==> config.mk <==
export PLATFORM = sky130hd
export DESIGN_NAME = root_counter_timer_core
export DESIGN_NICKNAME = d
export VERILOG_FILES = /design/src/rct_pkg.sv /design/src/rct_timer.sv /design/src/root_counter_timer_core.sv
export SDC_FILE = /design/constraint.sdc
export NUM_CORES = 1
export LEC_CHECK = 0
export BUFFER_PORTS_ARGS = -buffer_cell sky130_fd_sc_hd__buf_2
export CAP_MARGIN = 20
export CORE_MARGIN = 5
export CORE_UTILIZATION = 30
export CTS_CLUSTER_DIAMETER = 40
export DETAILED_ROUTE_END_ITERATION = 16
export GPL_TIMING_DRIVEN = 0
export PLACE_DENSITY = 0.49
export REMOVE_ABC_BUFFERS = 1
export SYNTH_ARGS = -nofsm -noshare
export SYNTH_HDL_FRONTEND = slang
export SYNTH_SLANG_ARGS = --single-unit
==> constraint.sdc <==
create_clock -name clk_i -period 2.8 [get_ports clk_i]
set_input_delay 0.56 -clock clk_i [delete_from_list [all_inputs] [get_ports clk_i]]
set_output_delay 0.56 -clock clk_i [all_outputs]
set_load 0.02 [all_outputs]
==> src/rct_pkg.sv <==
// ----------------------------------------------------------------------------
// rct_pkg
// Shared types and constants for the root counter timer: request kinds,
// register offsets, mode bit positions and divider settings.
// ----------------------------------------------------------------------------
package rct_pkg;

  // timer identity and prescaler dividers
  localparam int unsigned TIMER_INDEX = 0;
  localparam int unsigned LINE_DIVIDE = 2100;
  localparam int unsigned SYS_DIVIDE  = 8;

  // field widths
  localparam int unsigned REQ_W   = 2;
  localparam int unsigned OFF_W   = 4;
  localparam int unsigned DATA_W  = 16;
  localparam int unsigned PRESC_W = 12;
  localparam int unsigned MODE_W  = 13;

  // packed stream widths, rounded up to whole bytes
  localparam int unsigned IN_TDATA_W  = ((OFF_W + DATA_W + 7) / 8) * 8;
  localparam int unsigned OUT_TDATA_W = ((DATA_W + 2 + 7) / 8) * 8;

  // line-clock source path only exists on timer 1
  localparam bit LINE_PATH = (TIMER_INDEX == 1);
  localparam logic [PRESC_W-1:0] PRESC_DIVIDE =
    LINE_PATH ? PRESC_W'(LINE_DIVIDE) : PRESC_W'(SYS_DIVIDE);

  // request kinds
  typedef enum logic [REQ_W-1:0] {
    REQ_TICK  = 2'd0,
    REQ_READ  = 2'd1,
    REQ_WRITE = 2'd2,
    REQ_NOP   = 2'd3
  } req_type_e;

  // register offsets
  localparam logic [OFF_W-1:0] OFF_COUNT  = 4'h0;
  localparam logic [OFF_W-1:0] OFF_MODE   = 4'h4;
  localparam logic [OFF_W-1:0] OFF_TARGET = 4'h8;

  // mode bit positions
  localparam int unsigned MODE_TGT_RESET = 3;
  localparam int unsigned MODE_TGT_IRQ   = 4;
  localparam int unsigned MODE_OVF_IRQ   = 5;
  localparam int unsigned MODE_TOGGLE    = 7;
  localparam int unsigned MODE_SRC_ODD   = 8;
  localparam int unsigned MODE_NIRQ      = 10;
  localparam int unsigned MODE_TGT_HIT   = 11;
  localparam int unsigned MODE_OVF_HIT   = 12;
  localparam int unsigned MODE_WR_W      = 10;
  localparam logic [MODE_W-1:0] MODE_RESET = 13'h0400;

  // one request item
  typedef struct packed {
    req_type_e               kind;
    logic [OFF_W-1:0]        offset;
    logic [DATA_W-1:0]       wdata;
  } req_t;

  // one result item
  typedef struct packed {
    logic [DATA_W-1:0] read_data;
    logic              irq_pulse;
    logic              access_error;
  } res_t;

endpackage

==> src/rct_timer.sv <==
// ----------------------------------------------------------------------------
// rct_timer
// Timer state (counter, prescaler, mode, target) and the combinational
// update for one request item: tick, register read or register write.
// ----------------------------------------------------------------------------
module rct_timer (
  input  logic          clk_i,
  input  logic          rst_ni,
  input  logic          fire_i,
  input  rct_pkg::req_t req_i,
  output rct_pkg::res_t res_o
);
  import rct_pkg::*;

  logic [DATA_W-1:0]  count_q, count_d;
  logic [PRESC_W-1:0] presc_q, presc_d;
  logic [MODE_W-1:0]  mode_q, mode_d;
  logic [DATA_W-1:0]  target_q, target_d;

  logic [PRESC_W-1:0] presc_next;
  logic               use_presc;
  logic               presc_hit;
  logic               advance;
  logic [DATA_W-1:0]  count_inc;
  logic               tgt_match;
  logic               ovf_match;
  logic               irq_event;
  logic               bad_offset;

  // prescaler step and counter advance
  assign use_presc  = !LINE_PATH || mode_q[MODE_SRC_ODD];
  assign presc_next = presc_q + PRESC_W'(1);
  assign presc_hit  = (presc_next >= PRESC_DIVIDE);
  assign advance    = !use_presc || presc_hit;
  assign count_inc  = count_q + DATA_W'(1);

  // target match wins over wrap to zero
  assign tgt_match  = mode_q[MODE_TGT_IRQ] && (count_inc == target_q);
  assign ovf_match  = !tgt_match && mode_q[MODE_OVF_IRQ] && (count_inc == '0);
  assign irq_event  = advance && (tgt_match || ovf_match);

  assign bad_offset = (req_i.offset != OFF_COUNT) && (req_i.offset != OFF_MODE) &&
                      (req_i.offset != OFF_TARGET);

  // next state and result
  always_comb begin
    count_d  = count_q;
    presc_d  = presc_q;
    mode_d   = mode_q;
    target_d = target_q;
    res_o    = '0;
    case (req_i.kind)
      REQ_TICK: begin
        if (use_presc) begin
          presc_d = presc_hit ? '0 : presc_next;
        end
        if (advance) begin
          count_d = count_inc;
          if (tgt_match) begin
            mode_d[MODE_TGT_HIT] = 1'b1;
            if (mode_q[MODE_TGT_RESET]) begin
              count_d = '0;
            end
          end else if (ovf_match) begin
            mode_d[MODE_OVF_HIT] = 1'b1;
          end
          if (irq_event) begin
            if (mode_q[MODE_TOGGLE]) begin
              // toggle: irq fires when the line goes low
              mode_d[MODE_NIRQ] = ~mode_q[MODE_NIRQ];
              res_o.irq_pulse   = mode_q[MODE_NIRQ];
            end else begin
              mode_d[MODE_NIRQ] = 1'b0;
              res_o.irq_pulse   = 1'b1;
            end
          end
        end
      end
      REQ_READ: begin
        case (req_i.offset)
          OFF_COUNT:  res_o.read_data = count_q;
          OFF_MODE:   res_o.read_data = DATA_W'(mode_q);
          OFF_TARGET: res_o.read_data = target_q;
          default:    res_o.access_error = 1'b1;
        endcase
      end
      REQ_WRITE: begin
        case (req_i.offset)
          OFF_COUNT: count_d = req_i.wdata;
          OFF_MODE: begin
            // keep reached flags, raise irq line, restart counting
            mode_d  = {mode_q[MODE_OVF_HIT:MODE_TGT_HIT], 1'b1,
                       req_i.wdata[MODE_WR_W-1:0]};
            count_d = '0;
            presc_d = '0;
          end
          OFF_TARGET: target_d = req_i.wdata;
          default:    res_o.access_error = 1'b1;
        endcase
      end
      default: ;
    endcase
  end

  // state registers
  always_ff @(posedge clk_i or negedge rst_ni) begin
    if (!rst_ni) begin
      count_q  <= '0;
      presc_q  <= '0;
      mode_q   <= MODE_RESET;
      target_q <= '0;
    end else if (fire_i) begin
      count_q  <= count_d;
      presc_q  <= presc_d;
      mode_q   <= mode_d;
      target_q <= target_d;
    end
  end

  // mode write restarts counter and prescaler with the irq line high
  a_mode_write: assert property (@(posedge clk_i) disable iff (!rst_ni)
    fire_i && req_i.kind == REQ_WRITE && req_i.offset == OFF_MODE |=>
      mode_q[MODE_NIRQ] && count_q == '0 && presc_q == '0)
    else $error("mode write did not restart the timer");

  // prescaler stays below its divider
  a_presc_range: assert property (@(posedge clk_i) disable iff (!rst_ni)
    presc_q < PRESC_DIVIDE)
    else $error("prescaler reached its divider");

  // interrupts only come from ticks
  a_irq_tick: assert property (@(posedge clk_i) disable iff (!rst_ni)
    fire_i && res_o.irq_pulse |-> req_i.kind == REQ_TICK)
    else $error("irq on a non-tick item");

  // read data is zero unless a valid read
  a_rd_zero: assert property (@(posedge clk_i) disable iff (!rst_ni)
    fire_i && (req_i.kind != REQ_READ || bad_offset) |-> res_o.read_data == '0)
    else $error("read data driven outside a valid read");

endmodule

==> src/root_counter_timer_core.sv <==
// ----------------------------------------------------------------------------
// root_counter_timer_core
// Sixteen-bit counter timer with counter, mode and target registers,
// driven by a stream of tick, read and write items.
// ----------------------------------------------------------------------------
// path: input register, combinational state update, result register
// throughput: one item per cycle while results are taken; while a result
// waits for its consumer one more item is taken into the input register,
// then the input stalls until the result is taken
// reset: counter, prescaler and target clear, mode reads 0x400 (irq high)
module root_counter_timer_core (
  input  logic                             clk_i,
  input  logic                             rst_ni,
  input  logic                             s_axis_tvalid_i,
  output logic                             s_axis_tready_o,
  // [3:0] reg_offset, [19:4] write_data, rest zero
  input  logic [rct_pkg::IN_TDATA_W-1:0]   s_axis_tdata_i,
  // [1:0] req_type
  input  logic [rct_pkg::REQ_W-1:0]        s_axis_tuser_i,
  output logic                             m_axis_tvalid_o,
  input  logic                             m_axis_tready_i,
  // [15:0] read_data, [16] irq_pulse, [17] access_error, rest zero
  output logic [rct_pkg::OUT_TDATA_W-1:0]  m_axis_tdata_o
);
  import rct_pkg::*;

  logic  in_valid_q;
  req_t  in_req_q;
  logic  out_valid_q;
  res_t  out_res_q;
  res_t  res;
  logic  fire;

  // process the held item when the result register can take it
  assign fire            = in_valid_q && (!out_valid_q || m_axis_tready_i);
  assign s_axis_tready_o = !in_valid_q || fire;

  // input register
  always_ff @(posedge clk_i or negedge rst_ni) begin
    if (!rst_ni) begin
      in_valid_q <= 1'b0;
    end else if (s_axis_tready_o) begin
      in_valid_q <= s_axis_tvalid_i;
    end
  end

  always_ff @(posedge clk_i) begin
    if (s_axis_tready_o && s_axis_tvalid_i) begin
      in_req_q.kind   <= req_type_e'(s_axis_tuser_i);
      in_req_q.offset <= s_axis_tdata_i[OFF_W-1:0];
      in_req_q.wdata  <= s_axis_tdata_i[OFF_W+DATA_W-1:OFF_W];
    end
  end

  rct_timer u_timer (
    .clk_i  (clk_i),
    .rst_ni (rst_ni),
    .fire_i (fire),
    .req_i  (in_req_q),
    .res_o  (res)
  );

  // result register
  always_ff @(posedge clk_i or negedge rst_ni) begin
    if (!rst_ni) begin
      out_valid_q <= 1'b0;
    end else if (fire) begin
      out_valid_q <= 1'b1;
    end else if (m_axis_tready_i) begin
      out_valid_q <= 1'b0;
    end
  end

  always_ff @(posedge clk_i) begin
    if (fire) begin
      out_res_q <= res;
    end
  end

  assign m_axis_tvalid_o = out_valid_q;
  assign m_axis_tdata_o  = {(OUT_TDATA_W-DATA_W-2)'(0), out_res_q.access_error,
                            out_res_q.irq_pulse, out_res_q.read_data};

endmodule

Word level (Yosys, flattened, before mapping)
Index checks and enable logic that the tools add are counted.
- register bits: 99
- latch bits: 0
- memory bits (writable): 0
- bits in read-only memories: 0
- bits of input ports: 30
- output and inout port bits: 26
- logic and storage cells: 78
- memories kept: 0
- add/sub/neg operators: 2
- $mul: 0
- divide/modulo/power cells: 0
- order comparisons: 1
- equal/unequal tests: 9
- shifts and indexed selects: 0
- mux-type cells: 21
- bitwise gates (word level): 3
- reduce and logical (&&, ||, !) cells: 27
- operators with widths (kind ; number):
    16-bit case mux with 2 select lines ; 2
    16-bit two-way mux ; 3
    16-bit case mux with 3 select lines ; 1
    12-bit two-way mux ; 2
    12-bit case mux with 2 select lines ; 1
    16-bit by 1-bit adder with 16-bit output, second input constant ; 1
    16-bit equality test ; 1
    16-bit zero test ; 1
    12-bit by 1-bit adder with 12-bit output, second input constant ; 1
    12-bit by 4-bit greater-or-equal comparator with 1-bit output, second input constant ; 1
    3-bit AND reduction ; 4
    11-bit two-way mux ; 1
    5-bit AND reduction ; 2
    1-bit two-way mux ; 9
    1-bit logical AND ; 6
    3-bit case mux with 2 select lines ; 1
    6-bit AND reduction ; 1
    4-bit by 3-bit equality test with 1-bit output, second input constant ; 1
    4-bit equality test, second input constant ; 1
    4-bit zero test ; 1
    2-bit by 1-bit != test with 1-bit output, second input constant ; 2
    4-bit AND reduction ; 1
    2-bit nonzero test ; 2
    1-bit zero test ; 3
    other kinds (10) ; 14

Longest topological paths before layout
Gate-level depths: netlist of run 1.
- depth after elaboration: 11
- gate-level depth with buffers: 12
- mapped depth without buffers: 9

Hierarchy
From an unflattened synthesis of run 1, not the netlist that was laid out.
- cell total of the unflattened synthesis: 487
- area, all modules: 5308.8 µm²
- by module, submodules not included (module ; instances ; cells an instance ; area an instance (µm²) ; seq. area each (µm²)):
    rct_timer ; 1 ; 432 ; 3955.0 ; 1427.6
    root_counter_timer_core ; 1 ; 55 ; 1353.8 ; 1251.2

Worst setup path before layout of run 1
OpenSTA, ideal clock, no wires.
- path kind: flip-flop to flip-flop
- start point: register u_timer.count_q[1]
- end point: register u_timer.count_q[15]
- library setup time: 0.121 ns
- arrival time: 2.646 ns
- data required time: 2.679 ns
- path slack: 0.033 ns
- cell stages (with the launch flop): 13
- path buffers: 3
- period minus slack after synthesis: 2.767 ns
- path through: dfrtp_1 > ha_1 > nand3_2 > buf_6 > nor3_1 > a31oi_1 > a221o_1 > a211oi_2 > a41o_1 > buf_6 > buf_12 > o31ai_2 > a22o_1
- longest elaborated chain between the ends: 6
- elaborated cells between the ends (all ways): 7
- those cells by class: add/sub: 1; eq/ne: 1; mux: 4; reduce/logical: 1
- RTL lines (element ; line ; source):
    from (decl) ; rct_timer.sv:15 ; logic [DATA_W-1:0] count_q, count_d;
    from (signal assigned) ; rct_timer.sv:113 ; count_q <= count_d;
    16-bit by 1-bit adder with 16-bit output (*) ; rct_timer.sv:35 ; assign count_inc = count_q + DATA_W'(1);
    16-bit equality test ; rct_timer.sv:38 ; assign tgt_match = mode_q[MODE_TGT_IRQ] && (count_inc == target_q);
    1-bit logical AND ; rct_timer.sv:38 ;
    16-bit two-way mux (*) ; rct_timer.sv:59 ; if (tgt_match) begin
    16-bit two-way mux (*) ; rct_timer.sv:57 ; if (advance) begin
    16-bit case mux with 2 select lines (*) ; rct_timer.sv:52 ; case (req_i.kind)
Every way passes the cells marked *; elsewhere a longest branch is shown, timed or not. The select of a mux whose other input is x is not followed.
A chain may end at the register's enable or synchronous reset.

Worst setup path in the final report of run 1
- start point: register u_timer.count_q[0]
- end point: register u_timer.count_q[5]
The elaborated chain is that of the path after synthesis.

==> impl_metrics.yaml, run 1 <==
yosys:
  yosysSeqAreaShare_pct: 50.59
  synthDistinctLibCells: 65
  syn_area_um2: 5295
  postSynthCellCount: 476
  synth.ff_latch_count: 99
  synth_ff_type: "dfrtp_1"
  avgSynthCellArea_um2: 11.12
  yosysWarnings: 0
  synth_edf_count: 40
  async_flop_share_pct: 59.60
die:
  core_um2: 17300
  die_area_um2: 20410
  floorplan.rows: 48
  initial_core_util_pct: 30.61
  ioPinCount: 56
  die_y_um: 142.9
  die_w_um: 142.9
clocking:
  numCtsBuffers: 9
  path_clk_slew_ps: 70
  clock-sinks: 99
  cts_tree: "done"
  clk_latency_ps: 360
  holdBufCountCts: 0
  cts-htree-levels: 3
  cts_buffer_depth: 2
  cts_root_buf: "clkbuf_16"
power_and_ir_drop:
  power_density_nw_per_um2: 698.1
  p_sw_mw: 1.533
  power.internal_mw: 2.978
  irDropWorstVdd_uv: 354.0
  pwr-share-comb_pct: 29.2
  switching_share_pct: 33.98
  seq_power_share_pct: 44.4
  p_clk_share_pct: 26.4
  p_leak_nw: 2.538
timing:
  rsz0062_at_grt: "yes"
  relSlewSlack_pct: 33.85
  finalHoldViolCount: 0
  fmaxAchievable_mhz: 366.1
  period_needed_ps: 2732
  hold_ws_ps: 281.3
  period_share_pct: 97.56
  drv_slew: 0
  setup_viol: 0
  setup-tns-final_ps: 0
  worstMarginPinSlew_ps: 983.2
  fin_worst_skew_ps: 12.47
global_routing:
  grt_overflow: 0
  first_global_vias: 4091
  grt_max_degree: 35
  grt_pass1_wl_um: 21480
  grt_usage_pct: 13.42
  antenna_found_initial: 0
place:
  dp_hpwl_um: 9291
  dp_cells: 726
  finalWeightedCongestion: 0.8226
  portBuffers: 45
status:
  status: "complete, no violations"
cells_and_area:
  stdcell_count: 776
  regArea_um2: 2693
  n_antenna_cell: 0
  drive_gt1_share_pct: 34.85
  multi_input_area_um2: 2531
  fillers: 1734
  syn_to_final_growth_pct: 22.05
  finalNetCount: 583
setup_path:
  path_class: "reg -> reg"
  arrival_ps: 2980
  startpoint_type: "flip-flop"
  end_kind: "flip-flop"
  cp_max_fo: 15
  cp.required_ps: 3050
route:
  drc_errors: 0
  wl_per_cell_um: 17.22
  via_per_inst: 5.106
  wl_um: 13370
  dr_total_vias: 3962
  initialDrtViolationCount: 218
  antenna_left: 0
  dr.pass1.iters: 4
run:
  drv_cap: 0
min_path:
  hp-class: "in -> async"
## registers in the layout, indices dropped and copies added (netlist names)
signal,flops
u_timer.count_q,16
m_axis_tdata_o,18
u_timer.mode_q,13
u_timer.presc_q,12
in_req_q,22
in_valid_q,1
m_axis_tvalid_o,1
u_timer.target_q,16
## critical path: stages, from the launching register on
cell      delay [ps]
dfrtp_2          440
ha_4             190
nand3_4          130
nor3_4           280
a31oi_1          130
a221o_1          350
a211oi_4         330
a41o_4           290
buf_12           150
o21ai_0           90
a22o_1           240
## cell type report
cell class              count  share of cell area [%]
flip-flops and latches     99                   41.67
multi-input cells         335                   39.17
repair buffers             87                   9.681
well taps                 225                   4.356
clock buffers               9                   3.485
inverters                  14                  0.8712
clock inverters             7                  0.7744
## what timing repair did
action / in CTS / in global routing
resized for setup: 24 / 14
setup buffers: 11 / 23
pin swaps: 2 / 13
endpoints found under the setup margin: 46 / 26
## routing by layer
metal / GRT usage (%) / part of all wire [%] / up-vias
li1: - / - / 1900
met1: 16.32 / 45 / 1971
met2: 22.92 / 49 / 71
met3: 3.182 / 3.3 / 20
met4: 5.453 / 2.4 / 0
met5: 0 / 0 / -
## cells in the mapped netlist, drive strengths merged (4+ instances only)
cell     n  area share, %
edfxtp  40             23
xnor2   17            2.8
ha       7            1.7
a21oi    8           0.76
o21ai   28            2.9
mux2    37            7.9
nor2    33            2.3
a211oi   5           0.80
o41ai    4           0.66
inv     14           0.99
xor2     6           0.99
a22oi   16            2.3
dfrtp   58             27
nand2b   7           0.83
and3     5           0.59
nand2   35            2.5
buf     21            2.9
a22o    14            2.3
nor4     6            1.1
o31ai    6            1.2
nand3   15            1.7
or3      5           0.59
clkbuf  12           0.87
o211ai   5           0.71
nand4   13            1.5
nor3    13            1.2
and2    10            1.2
## metrics by stage
stage / setup WS, ps / cell area, µm² / power [mW] / utilization, %
finish: 68.41 / 6462 / 4.511 / 37.36
global route: -24.47 / 6462 / 4.761 / 37.36
CTS: 24.25 / 6241 / 4.420 / 36.08
detailed placement: -1167 / 5762 / 3.056 / 33.31
global placement: -3321 / 5619 / 3.008 / 32.49
floorplan: -1087 / 5112 / 2.721 / -
## logic make-up (layout without fill, tap and decap cells)
kind of cell | Yosys count | after routing | synth area share (%)
other cells | 1 | 6 | 0.07082
buf+inv | 47 | 117 | 4.797
mux | 39 | 39 | 8.247
xor+xnor | 23 | 23 | 3.804
flops | 99 | 99 | 50.59
compound gates | 107 | 107 | 15.41
fa+ha+maj | 7 | 7 | 1.654
simple gates | 153 | 153 | 15.43
## worst paths after layout
kind,startpoint,end,slack [ps],cells past startpoint
worst max-delay path,u_timer.count_q[0],u_timer.count_q[5],70,10
worst min-delay path,rst_ni,u_timer.presc_q[3],280,1
worst max register to register,u_timer.count_q[0],u_timer.count_q[5],70,10
worst min register to register,u_timer.mode_q[12],u_timer.mode_q[12],470,1
max in group asynchronous,rst_ni,u_timer.count_q[5],1860,2
min in group clk_i,s_axis_tdata_i[11],in_req_q[7],370,1
## power by group through the flow
stage                     clock (mW)  combinational [mW]  sequential [mW]
after floorplan                    0               0.744             1.98
after global placement             0               0.970             2.04
after detailed placement           0                1.01             2.05
after CTS                       1.24                1.16             2.03
after global routing            1.28                1.45             2.03
final                           1.19                1.32             2.00
## cell usage in the layout (no fill, tap or decap), types with 5 or more instances in the layout
master | Yosys | layout
and3_1 | 5 | 5
xor2_1 | 6 | 6
a21oi_1 | 8 | 8
a22oi_1 | 16 | 16
buf_4 | 10 | 34
nand2b_1 | 7 | 7
xnor2_1 | 17 | 17
buf_2 | 6 | 45
mux2_2 | 37 | 37
a22o_1 | 14 | 14
o21ai_0 | 25 | 22
nand3_1 | 13 | 10
conb_1 | 1 | 6
o211ai_1 | 5 | 5
and2_1 | 10 | 10
nor3_1 | 13 | 10
dfrtp_1 | 58 | 47
edfxtp_1 | 40 | 40
nand2_1 | 34 | 33
dfrtp_2 | 0 | 11
ha_1 | 7 | 6
nand4_1 | 13 | 13
nor2_1 | 33 | 33
clkbuf_16 | 0 | 9
inv_1 | 14 | 13
Power figures use the tool's default switching activity.
==> inputs of run 2 (changes only) <==
ABC_AREA = 1   (was not set)
REMOVE_ABC_BUFFERS = not set   (was 1)
==> impl_metrics.yaml, run 2 <==
clocking:
  cts_buffer_depth: 2
  cts-htree-levels: 3
  path_clk_slew_ps: 70
  cts_tree: "done"
  holdBufCountCts: 0
  clk_latency_ps: 360
  clock-sinks: 99
  cts_root_buf: "clkbuf_16"
  numCtsBuffers: 9
  post_cts_buffers: 0
route:
  antenna_left: 0
  drc_errors: 0
  dr_total_vias: 4447
  via_per_inst: 4.860
  wl_um: 15870
  wl_per_cell_um: 17.34
  initialDrtViolationCount: 282
  dr.pass1.iters: 5
power_and_ir_drop:
  p_leak_nw: 2.862
  total_power_mw: 5.207
  irDropWorstVdd_uv: 335.1
  power_density_nw_per_um2: 865.6
yosys:
  async_flop_share_pct: 59.60
  ys_top_cells_by_area: "dfrtp_1, edfxtp_1, nand2_1"
  syn_area_um2: 5154
  synth_ff_type: "dfrtp_1"
  avgSynthCellArea_um2: 8.299
  yosysTopAreaCellShare_pct: 28.16
  synth_top_area_cell: "dfrtp_1"
  postSynthCellCount: 621
  synth.ff_latch_count: 99
  yosysMostFrequentCell: "nand2_1"
  synth_edf_count: 40
  synthDistinctLibCells: 37
  yosysWarnings: 0
  synthTopCellsByCount: "nand2_1, inv_1, nor2_1"
  yosysSeqAreaShare_pct: 51.98
timing:
  relSlewSlack_pct: 44.58
  setup_viol: 0
  fmaxAchievable_mhz: 380.3
  rsz0062_at_grt: "no"
  worstMarginPinSlew_ps: 831.3
  period_share_pct: 93.92
  fin_worst_skew_ps: 8.553
  fin_ws_ps: 170.3
  period_needed_ps: 2630
  finalHoldViolCount: 0
  drv_slew: 0
run:
  drv_cap: 0
global_routing:
  first_global_vias: 4505
  grt_usage_pct: 16.33
  grt_max_degree: 60
  antenna_found_initial: 0
  grt_overflow: 0
  grt_pass1_wl_um: 24840
cells_and_area:
  layout_common_cells: "nand2_1, inv_1, nor2_1, dfrtp_1, nand3_1"
  drive_gt1_share_pct: 15.82
  finalNetCount: 721
  fillers: 1821
  layout_commonest_cell: "nand2_1"
  largest_reg_flops: 22
  syn_to_final_growth_pct: 16.73
  regMostFlops: "in_req_q"
setup_path:
  rr_startpoint: "u_timer.count_q[0]"
  arrival_ps: 2840
  cp_common_cell: "nand2_1"
  r2r_end: "m_axis_tdata_o[16]"
  cp_max_fo: 6
  crit_path_top_delay_cell: "dfrtp_1"
  startpoint_type: "flip-flop"
  cp.required_ps: 3010
  end_kind: "flip-flop"
  rr_worst_depth: 12
  path_class: "reg -> reg"
  cpPeakStageDelay_ps: 460
  r2r_slack_ps: 170
  crit_chain: "ha_1 > nand3_1 > nor2_2 > nand4_1 > nand2_1 > nand2_1 > nand2_1 > nor3b_2 > nand3_1 > nor2_1 > o21ai_0 > nor2_1"
die:
  core_um2: 17060
  die_y_um: 141.1
  initial_core_util_pct: 30.22
  floorplan.rows: 48
  die_w_um: 141.1
  ioPinCount: 56
  die_area_um2: 19900
place:
  place_ws_ps: -877.4
  dp_hpwl_um: 11090
  finalWeightedCongestion: 0.8462
  portBuffers: 45
min_path:
  hp-class: "in -> async"
status:
  status: "complete, no violations"
## run 2: area by class of cell
class / instances / area [µm²] / area share (%)
Clock inverter: 7 / 55.05 / 0.9151
Multi-Input combinational cell: 418 / 2056 / 34.17
Antenna cell: 1 / 2.502 / 0.04160
Sequential cell: 99 / 2679 / 44.53
Inverter: 88 / 334.1 / 5.553
Clock buffer: 9 / 225.2 / 3.744
Tap cell: 225 / 281.5 / 4.680
Timing Repair Buffer: 46 / 255.2 / 4.243
Buffer: 21 / 122.6 / 2.038
Timing Repair inverter: 1 / 5.005 / 0.08319
## run 2: how the worst max path moves through the flow
stage	from	endpoint	slack, ps	depth (start not counted)
3_5_place_dp	m_axis_tready_i	u_timer.count_q[9]	-880	12
4_1_cts	m_axis_tvalid_o	u_timer.count_q[11]	20	10
6_report	u_timer.count_q[0]	m_axis_tdata_o[16]	170	12
5_1_grt	u_timer.count_q[0]	m_axis_tdata_o[16]	7	12
3_3_place_gp	m_axis_tready_i	u_timer.count_q[10]	-900	12
2_1_floorplan	m_axis_tready_i	u_timer.count_q[6]	440	11
## run 2: layer usage
metal,up-vias,global-route usage (%),part of all wire [%]
met1,2131,21.93,47
met5,-,0,0
met4,0,5.405,2.3
met3,24,2.849,5.0
met2,122,26.76,46
li1,2170,-,-
## run 2: timing repair
action,in CTS,in global routing
gates resized for setup,2,9
cloned,0,1
setup endpoints to repair,32,22
## run 2: worst max-delay path: cells and delay by family (launching register included)
family                     cells  cell delay, ps
AOI/OAI and AO/OA              1             110
DFF                            1             460
and+or+nand+nor               10            1670
adders and majority gates      1             240
## run 2: report_power, final
group	switching [mW]	internal [mW]	total, mW
registers	0.294	1.83	2.13
clock network	0.605	0.618	1.22
logic	1.27	0.591	1.86
total	2.17	3.04	5.21
## run 2: cells by family (layout without fill, tap and decap cells)
logic type / Yosys count / count (layout) / synth area share, %
XOR/XNOR: 1 / 1 / 0.1700
other: 1 / 7 / 0.07276
AO/OA/AOI/OAI: 101 / 101 / 10.56
buffers and inverters: 109 / 172 / 8.691
AND/OR/NAND/NOR: 303 / 303 / 26.83
flip-flops: 99 / 99 / 51.98
adder cells (fa/ha/maj): 7 / 7 / 1.699
## run 2: metrics by stage
stage	utilization, %	TNS, ps	std cells	area (µm²)	hold slack (ps)
floorplan	-	0	626	5172	264.4
global placement	33.30	-16120	896	5679	451.1
detailed placement	33.31	-16630	896	5682	459.9
CTS	34.98	0	912	5967	320.6
global route	35.26	0	914	6013	344.4
finish	35.27	0	915	6016	275.7
==> inputs of run 3 (changes only) <==
CORE_MARGIN = 2   (was 5)
==> impl_metrics.yaml, run 3 (synthesized netlist as in run 2, its figures left out) <==
setup_path:
  end_kind: "flip-flop"
  cpPeakStageDelay_ps: 650
  startpoint_type: "flip-flop"
  cp_common_cell: "nor2_1"
  path_class: "reg -> reg"
  arrival_ps: 2890
  path_depth: 8
  path_buf_inv: 2
  crit_chain: "nor2_1 > nand2_1 > nor2_1 > inv_1 > nor2_1 > clkbuf_1 > nand2_1 > o21ai_0"
  cp_max_fo: 10
  rr_worst_depth: 8
  cp.required_ps: 3080
  cp_top_family: "simple AND/OR/NAND/NOR gates"
  crit_path_top_delay_cell: "clkbuf_1"
cells_and_area:
  largest_reg_flops: 22
  layout_commonest_cell: "nand2_1"
  syn_to_final_growth_pct: 16.61
  finalNetCount: 721
  layout_common_cells: "nand2_1, inv_1, nor2_1, dfrtp_1, nand3_1"
  regMostFlops: "in_req_q"
  design_area_um2: 6010
  drive_gt1_share_pct: 15.67
  n_antenna_cell: 0
clocking:
  post_cts_buffers: 0
  numCtsBuffers: 9
  clock-sinks: 99
  cts_tree: "done"
  path_clk_slew_ps: 70
  cts_root_buf: "clkbuf_16"
  cts_buffer_depth: 2
  cts-htree-levels: 3
  clk_latency_ps: 360
timing:
  rsz0062_at_grt: "no"
  relSlewSlack_pct: 46.89
  fmaxAchievable_mhz: 382.2
  setup-tns-final_ps: 0
  worstMarginPinSlew_ps: 796.7
  fin_ws_ps: 183.4
  period_needed_ps: 2617
  setup_viol: 0
  finalHoldViolCount: 0
  period_share_pct: 93.45
  drv_slew: 0
  fin_worst_skew_ps: 9.179
route:
  wl_per_cell_um: 17.31
  initialDrtViolationCount: 364
  antenna_left: 0
  drc_errors: 0
  via_per_inst: 4.887
  dr_total_vias: 4442
  wl_um: 15730
  dr.pass1.iters: 5
die:
  initial_core_util_pct: 30.86
  die_w_um: 135.1
  die_area_um2: 18240
  floorplan.rows: 47
  ioPinCount: 56
  die_y_um: 135.1
  core_um2: 16700
place:
  dpl_cell_area_um2: 5675
  finalWeightedCongestion: 0.9155
  place_ws_ps: -851.2
  dp_hpwl_um: 10710
  portBuffers: 45
global_routing:
  grt_pass1_wl_um: 24120
  first_global_vias: 4362
  antenna_found_initial: 0
  grt_usage_pct: 17.79
  grt_max_degree: 60
  grt_overflow: 0
min_path:
  hp-class: "in -> async"
power_and_ir_drop:
  p_leak_nw: 2.853
  irDropWorstVdd_uv: 352.9
  power_density_nw_per_um2: 877.2
run:
  drv_cap: 0
status:
  status: "complete, no violations"
-- run 3: routing by layer --
| layer | GRT usage, % | up-vias | wire (µm) |
|---|---|---|---|
| met1 | 24.07 | 2099 | 7422 |
| li1 | - | 2169 | - |
| met2 | 28.29 | 150 | 7148 |
| met4 | 5.613 | 0 | 243 |
| met3 | 4.204 | 24 | 919 |
| met5 | 0 | - | 0 |
-- run 3: what timing repair did --
| action | 4_1_cts | 5_1_grt |
|---|---|---|
| hold buffers | 0 | 0 |
| pin swaps | 0 | 0 |
| gates resized for setup | 2 | 5 |
| hold endpoints to repair | 0 | 0 |
| cloned | 0 | 1 |
| endpoints found under the setup margin | 29 | 12 |
-- run 3: power breakdown --
group          switching [mW]  internal (mW)
sequential              0.300           1.83
combinational            1.28          0.590
clock                   0.619          0.649
-- run 3: path summary, 6_finish.rpt --
kind / start / to / slack (ps)
worst max-delay path: in_req_q[17] / u_timer.target_q[4] / 180
worst min-delay path: rst_ni / u_timer.mode_q[1] / 280
worst max register to register: in_req_q[17] / u_timer.target_q[4] / 180
worst min register to register: u_timer.mode_q[10] / u_timer.mode_q[10] / 470
max in group asynchronous: rst_ni / u_timer.count_q[0] / 1970
min in group clk_i: s_axis_tdata_i[6] / in_req_q[2] / 370
-- run 3: area by class of cell --
class,instances,area (µm²)
Fill cell,1795,10690
Sequential cell,99,2680
Multi-Input combinational cell,418,2061
Inverter,88,334.1
Tap cell,220,275.3
Timing Repair Buffer,46,242.7
Clock buffer,10,239.0
Buffer,21,118.9
Clock inverter,6,53.80
Timing Repair inverter,1,5.005
-- run 3: per-stage QoR --
stage | utilization (%) | hold WS (ps) | total power, mW | cells
finish | 35.98 | 282.0 | 5.271 | 909
global route | 35.98 | 344.6 | 5.638 | 909
CTS | 35.77 | 312.4 | 5.274 | 907
detailed placement | 33.98 | 456.9 | 3.981 | 891
global placement | 33.97 | 452.0 | 3.961 | 891
floorplan | - | 264.4 | 3.442 | 626
